===== src/rtl/set_associative_cache_assert.svh =====
// Assertion macros shared by the cache modules.
`ifndef SET_ASSOCIATIVE_CACHE_ASSERT_SVH
`define SET_ASSOCIATIVE_CACHE_ASSERT_SVH
`ifndef SYNTHESIS
// Implication checked in the same cycle.
`define SAC_ASSERT_IMP(lbl, a, b) \
  lbl: assert property (@(posedge clk) disable iff (rst) (a) |-> (b)) \
    else $error("assertion failed");
// Implication checked in the next cycle.
`define SAC_ASSERT_NEXT(lbl, a, b) \
  lbl: assert property (@(posedge clk) disable iff (rst) (a) |=> (b)) \
    else $error("assertion failed");
`else
`define SAC_ASSERT_IMP(lbl, a, b)
`define SAC_ASSERT_NEXT(lbl, a, b)
`endif
`endif


===== src/rtl/sac_pkg.sv =====
// Shared constants, payload types and control structs of the cache.
package sac_pkg;
  localparam int SET_BITS   = 6;
  localparam int WAY_BITS   = 2;
  localparam int BLOCK_BITS = 6;
  localparam int WORD_BITS  = BLOCK_BITS - 2;
  localparam int WAYS       = 1 << WAY_BITS;
  localparam int SETS       = 1 << SET_BITS;
  localparam int TAG_W      = 32 - SET_BITS - BLOCK_BITS;
  localparam int LINE_W     = SET_BITS + WAY_BITS;
  localparam int LINES      = 1 << LINE_W;
  localparam int DIDX_W     = LINE_W + WORD_BITS;
  localparam int DWORDS     = 1 << DIDX_W;
  localparam int PAD_W      = 32 - TAG_W - SET_BITS - WORD_BITS;
  localparam logic [15:0] LFSR_POLY = 16'hB400;

  localparam logic [1:0] OP_READ  = 2'd0;
  localparam logic [1:0] OP_WRITE = 2'd1;
  localparam logic [1:0] OP_FILL  = 2'd2;

  localparam logic [2:0] KIND_READ  = 3'd0;
  localparam logic [2:0] KIND_WDONE = 3'd1;
  localparam logic [2:0] KIND_MEMW  = 3'd2;
  localparam logic [2:0] KIND_REQ   = 3'd3;
  localparam logic [2:0] KIND_ERR   = 3'd4;

  localparam logic CFG_WB_MODE = 1'b0;
  localparam logic CFG_SEED    = 1'b1;

  typedef struct packed {
    logic [1:0]  op;
    logic [31:0] addr;
    logic [31:0] wdata;
    logic [31:0] wmask;
  } in_item_t;

  typedef struct packed {
    logic [2:0]  kind;
    logic        hit;
    logic [31:0] rdata;
    logic [31:0] mem_addr;
    logic        last;
  } out_item_t;

  typedef enum logic [1:0] {
    DA_ACC  = 2'd0,
    DA_EV   = 2'd1,
    DA_FILL = 2'd2
  } dsel_t;

  typedef struct packed {
    logic       lat_acc;
    logic       lat_fill;
    logic       take_hit;
    logic       miss;
    dsel_t      dsel;
    logic       drd;
    logic       dwr_merge;
    logic       dwr_fill;
    logic       set_dirty;
    logic       fill_step;
    logic       fill_done;
    logic       ev_step;
    logic       miss_commit;
    logic       emit;
    logic       ev_emit;
    logic [2:0] kind;
    logic       last;
  } cmd_t;

  typedef struct packed {
    logic       hit;
    logic       evict;
    logic       pend;
    logic       fill_last;
    logic       ev_last;
    logic       wb;
    logic [1:0] op;
  } stat_t;
endpackage


===== src/rtl/sac_ctrl.sv =====
// Controller state machine that sequences lookups, evictions and fills.
module sac_ctrl import sac_pkg::*; (
  input  logic     clk,
  input  logic     rst,
  input  logic     start,
  input  logic [1:0] in_op,
  input  stat_t    st,
  output logic     busy,
  output cmd_t     cmd
);
  typedef enum logic [10:0] {
    S_IDLE  = 11'b000_0000_0001,
    S_ERR   = 11'b000_0000_0010,
    S_TAG   = 11'b000_0000_0100,
    S_DRD   = 11'b000_0000_1000,
    S_ACC   = 11'b000_0001_0000,
    S_WDONE = 11'b000_0010_0000,
    S_EVRD  = 11'b000_0100_0000,
    S_EVOUT = 11'b000_1000_0000,
    S_REQ   = 11'b001_0000_0000,
    S_FILL  = 11'b010_0000_0000,
    S_FDONE = 11'b100_0000_0000
  } state_t;

  state_t state, state_next;
  logic   accept, bad;

  assign busy   = (state != S_IDLE);
  assign accept = start && !busy;
  assign bad    = (in_op != OP_READ && in_op != OP_WRITE && in_op != OP_FILL) ||
                  (in_op == OP_FILL && !st.pend) || (in_op != OP_FILL && st.pend);

  // Next state and commands.
  always_comb begin
    state_next = state;
    cmd        = '0;
    cmd.dsel   = DA_ACC;
    unique case (state)
      S_IDLE: begin
        if (accept) begin
          if (bad) begin
            state_next = S_ERR;
          end else if (in_op == OP_FILL) begin
            cmd.lat_fill = 1'b1;
            state_next   = S_FILL;
          end else begin
            cmd.lat_acc = 1'b1;
            state_next  = S_TAG;
          end
        end
      end
      S_ERR: begin
        cmd.emit   = 1'b1;
        cmd.kind   = KIND_ERR;
        cmd.last   = 1'b1;
        state_next = S_IDLE;
      end
      S_TAG: begin
        if (st.hit) begin
          cmd.take_hit = 1'b1;
          state_next   = S_DRD;
        end else begin
          cmd.miss   = 1'b1;
          state_next = st.evict ? S_EVRD : S_REQ;
        end
      end
      S_DRD: begin
        cmd.drd    = 1'b1;
        state_next = S_ACC;
      end
      S_ACC: begin
        cmd.emit = 1'b1;
        if (st.op == OP_READ) begin
          cmd.kind   = KIND_READ;
          cmd.last   = 1'b1;
          state_next = S_IDLE;
        end else begin
          cmd.dwr_merge = 1'b1;
          if (st.wb) begin
            cmd.set_dirty = 1'b1;
            cmd.kind      = KIND_WDONE;
            cmd.last      = 1'b1;
            state_next    = S_IDLE;
          end else begin
            cmd.kind   = KIND_MEMW;
            state_next = S_WDONE;
          end
        end
      end
      S_WDONE: begin
        cmd.emit   = 1'b1;
        cmd.kind   = KIND_WDONE;
        cmd.last   = 1'b1;
        state_next = S_IDLE;
      end
      S_EVRD: begin
        cmd.dsel   = DA_EV;
        cmd.drd    = 1'b1;
        state_next = S_EVOUT;
      end
      S_EVOUT: begin
        cmd.emit    = 1'b1;
        cmd.ev_emit = 1'b1;
        cmd.kind    = KIND_MEMW;
        cmd.ev_step = 1'b1;
        state_next  = st.ev_last ? S_REQ : S_EVRD;
      end
      S_REQ: begin
        cmd.emit        = 1'b1;
        cmd.kind        = KIND_REQ;
        cmd.last        = 1'b1;
        cmd.miss_commit = 1'b1;
        state_next      = S_IDLE;
      end
      S_FILL: begin
        cmd.dsel      = DA_FILL;
        cmd.dwr_fill  = 1'b1;
        cmd.fill_step = 1'b1;
        state_next    = st.fill_last ? S_FDONE : S_IDLE;
      end
      S_FDONE: begin
        cmd.fill_done = 1'b1;
        cmd.drd       = 1'b1;
        state_next    = S_ACC;
      end
      default: begin
        state_next = S_IDLE;
      end
    endcase
  end

  always_ff @(posedge clk) begin
    if (rst) begin
      state <= S_IDLE;
    end else begin
      state <= state_next;
    end
  end

  `include "set_associative_cache_assert.svh"
  `SAC_ASSERT_NEXT(a_accept_busy, accept, busy)
  `SAC_ASSERT_NEXT(a_evict_to_req, state == S_EVOUT && st.ev_last, state == S_REQ)
  `SAC_ASSERT_IMP(a_emit_busy, cmd.emit, busy)
endmodule


===== config.mk =====
export PLATFORM = sky130hd
export DESIGN_NAME = sac_ctrl
export DESIGN_NICKNAME = d
export VERILOG_FILES = /design/src/rtl/sac_pkg.sv /design/src/rtl/sac_ctrl.sv
export VERILOG_INCLUDE_DIRS = /design/src /design/src/rtl
export SDC_FILE = /design/constraint.sdc
export NUM_CORES = 1
export LEC_CHECK = 0
export ABC_AREA = 1
export BUFFER_PORTS_ARGS = -buffer_cell sky130_fd_sc_hd__buf_2
export CORE_AREA = 2 2 53 55
export CTS_CLUSTER_DIAMETER = 60
export DETAILED_ROUTE_END_ITERATION = 10
export DIE_AREA = 0 0 55 57
export MAX_ROUTING_LAYER = met4
export PLACE_DENSITY = 0.6
export SLEW_MARGIN = 10
export SYNTH_ARGS = -nofsm -noshare
export SYNTH_HDL_FRONTEND = slang
export SYNTH_SLANG_ARGS = --single-unit

===== constraint.sdc =====
create_clock -name clk -period 1.7 [get_ports clk]
set_input_delay 0.17 -clock clk [delete_from_list [all_inputs] [get_ports clk]]
set_output_delay 0.17 -clock clk [all_outputs]
set_load 0.05 [all_outputs]

==> impl_metrics.csv <==
group,metric,value,unit
sta,hold_viol,0,
worst_hold_path,hp-class,"input port to flip-flop",
clocking,cts_sinks,11,
synthesis,synth_area_per_cell,6.01,sq um
clocking,cts_tree,"built",
synthesis,ys_ff_latch,11,
final_layout,final_cell_mix,"27 x inv_1, 27 x nand2_1, 20 x buf_2, 12 x nor2_4",
worst_setup_path,start_kind,"flip-flop",
sta,worstMarginPinSlew,286,ps
final_layout,n_fill_cell,281,
final_layout,largest-register,"state",
clocking,cts_hold_buf,0,
final_layout,layout.nets,189,
global_route,grt_pass1_vias,867,
synthesis,post_synth_inst_count,132,
detailed_routing,drt_iter0_markers,16,
detailed_routing,drtAntennaViolNets,0,
synthesis,synth_area_leader_cell,"dfxtp_1",
final_layout,area_growth,64.2,%
die,die_x,55,um
final_layout,largest_reg_flops,11,
clocking,clock_path_buffers,2,
power,p_per_area,562,nW/um^2
clocking,clock_latency,270,ps
sta,setup_viol,4,
place,dp_hpwl,1700,um
global_route,grt-ovfl-total,0,
die,fp.dieH,57,um
run_status,violations,"negative setup slack",
final_layout,final_util,49.8,%
sta,layout_setup_ws,-40.3,ps
run_status,status,"complete, but fails checks",
detailed_routing,first_pass_iters,3,
final_layout,reg.largest.list,"state (11)",
sta,rsz0062_at_grt,"yes",
worst_setup_path,crit_arrival,1570,ps
synthesis,synth.top_cell.area_share,27.8,%
run,maxCapViolCount,0,
die,num_io_pins,34,
detailed_routing,post_drt_via_cell_ratio,4.60,
detailed_routing,wl_per_cell,11.1,um
sta,fin_tns_setup,-89.8,ps
die,rows,19,
synthesis,yosysSeqAreaShare,27.8,%
final_layout,antenna_cells,0,
power,ir_drop,0.465,mV
synthesis,yosys.cell_types.count,20,
worst_setup_path,crit_type,"flip-flop to output port",
final_layout,finish.instance_area,1300,sq um
global_route,grt_first_pass_wirelength,3400,um
clocking,cts_made_buffers,3,
detailed_routing,drc_errors,0,
global_route,grt_usage,15.1,%
sta,max_freq,0.575,GHz
worst_setup_path,crit_path_end_kind,"output port",
synthesis,synth_nets,145,
global_route,grt_max_degree,7,
die,start_util,30.3,%
die,dieArea,3140,sq um
sta,final_max_slew_viol_count,0,
place,portBuffers,33,
power,p_leak,0.717,nW
sta,fin_skew,2.87,ps
place,place_congestion,0.782,
detailed_routing,vias,947,
sta,finalCriticalPeriod,1740,ps
global_route,antenna_found_initial,0,
die,coreArea,2620,sq um
sta,relSlewSlack,80.8,%
sta,fin_crit_sh,102,%
synthesis,synth_area,793,sq um
detailed_routing,totalWireLength,2280,um
place,dpl_cell_area,1020,sq um
clocking,root_buffer,"clkbuf_4",
final_layout,drive_above_1_share,49.1,%
clocking,ctsHtreeMaxLevel,1,
worst_setup_path,critPathRequiredTime,1530,ps
clocking,cts.clk_slew.worst_paths,70,ps
synthesis,synth_area_leaders,"dfxtp_1 28%, inv_1 15%, nand2_1 14%, nor2_1 8.0%, nor2_4 7.1%",
worst_setup_path,path_max_fanout,5,
synthesis,ys_warn_count,0,
==> kinds of logic after synthesis <==
kind of cell	count (synthesis)	share of synthesized area (%)
AO/OA/AOI/OAI	8	5.84
buffers and inverters	34	17.5
flip-flops	11	27.8
AND/OR/NAND/NOR	79	48.9
==> synthesized netlist by cell type, drive strengths merged <==
library cell	count
nand2	35
inv	31
nor2	24
dfxtp	11
nor3	8
nand3	7
o21ai	4
a21oi	3
buf	3
nor4	2
and3	1
nand4	1
o211ai	1
or2	1
==> worst max-delay path, stage by stage (launching register included) <==
cell	delay [ps]
dfxtp_2	340
nor2_4	140
nand2_4	90
nor2_4	160
buf_4	130
nand2_2	70
nand2_1	80
inv_1	60
nand2_1	80
buf_6	150
==> through the flow <==
step | setup WS (ps) | hold slack [ps] | power (mW) | cells
floorplan | -374 | 232 | 0.441 | 132
CTS | -32.9 | 93.8 | 0.714 | 205
detailed placement | 87.7 | 386 | 0.495 | 193
global route | -122 | 135 | 0.768 | 206
finish | -40.3 | 128 | 0.731 | 206
global placement | 125 | 381 | 0.491 | 193
==> routing by layer <==
layer	routed length [um]	up-vias	global-route usage, %
met5	0	-	-
met4	32	0	5.23
met3	115	5	1.57
met2	1250	31	27.0
met1	880	426	16.6
li1	-	485	-
==> where the power goes <==
group          total [mW]  switching [mW]  internal (mW)  leakage, nW
clock network       0.178          0.0869         0.0910       0.0150
logic               0.276           0.180         0.0959        0.608
registers           0.278          0.0120          0.266       0.0937
total               0.731           0.279          0.453        0.717
==> path summary, 6_finish.rpt <==
check                          from                      to  slack (ps)  cells after the start
max           state[2]$_SDFFE_PP0P_                  cmd[5]         -40                      9
min                             rst   state[6]$_SDFFE_PP0P_         130                      2
max reg2reg   state[2]$_SDFFE_PP0P_   state[0]$_SDFFE_PP1P_         350                      9
min reg2reg  state[10]$_SDFFE_PP0P_  state[10]$_SDFFE_PP0P_         600                      3
==> area by class of cell <==
type                            count  area (sq um)  area share, %
Sequential cell                    11           235           18.1
Inverter                           31           116           8.93
Tap cell                           31          38.8           2.98
Clock buffer                        4          26.3           2.02
Multi-Input combinational cell     87           561           43.0
Timing Repair Buffer               42           325           25.0
==> timing repair <==
action                                  4_1_cts  5_1_grt
endpoints found under the hold margin         0        0
resized for setup                            33       29
gates cloned                                  0        0
endpoints found under the setup margin       15       13
setup buffers                                 8        1
pin swaps                                    13        8
No activity file was read; power rests on OpenSTA's default activity.
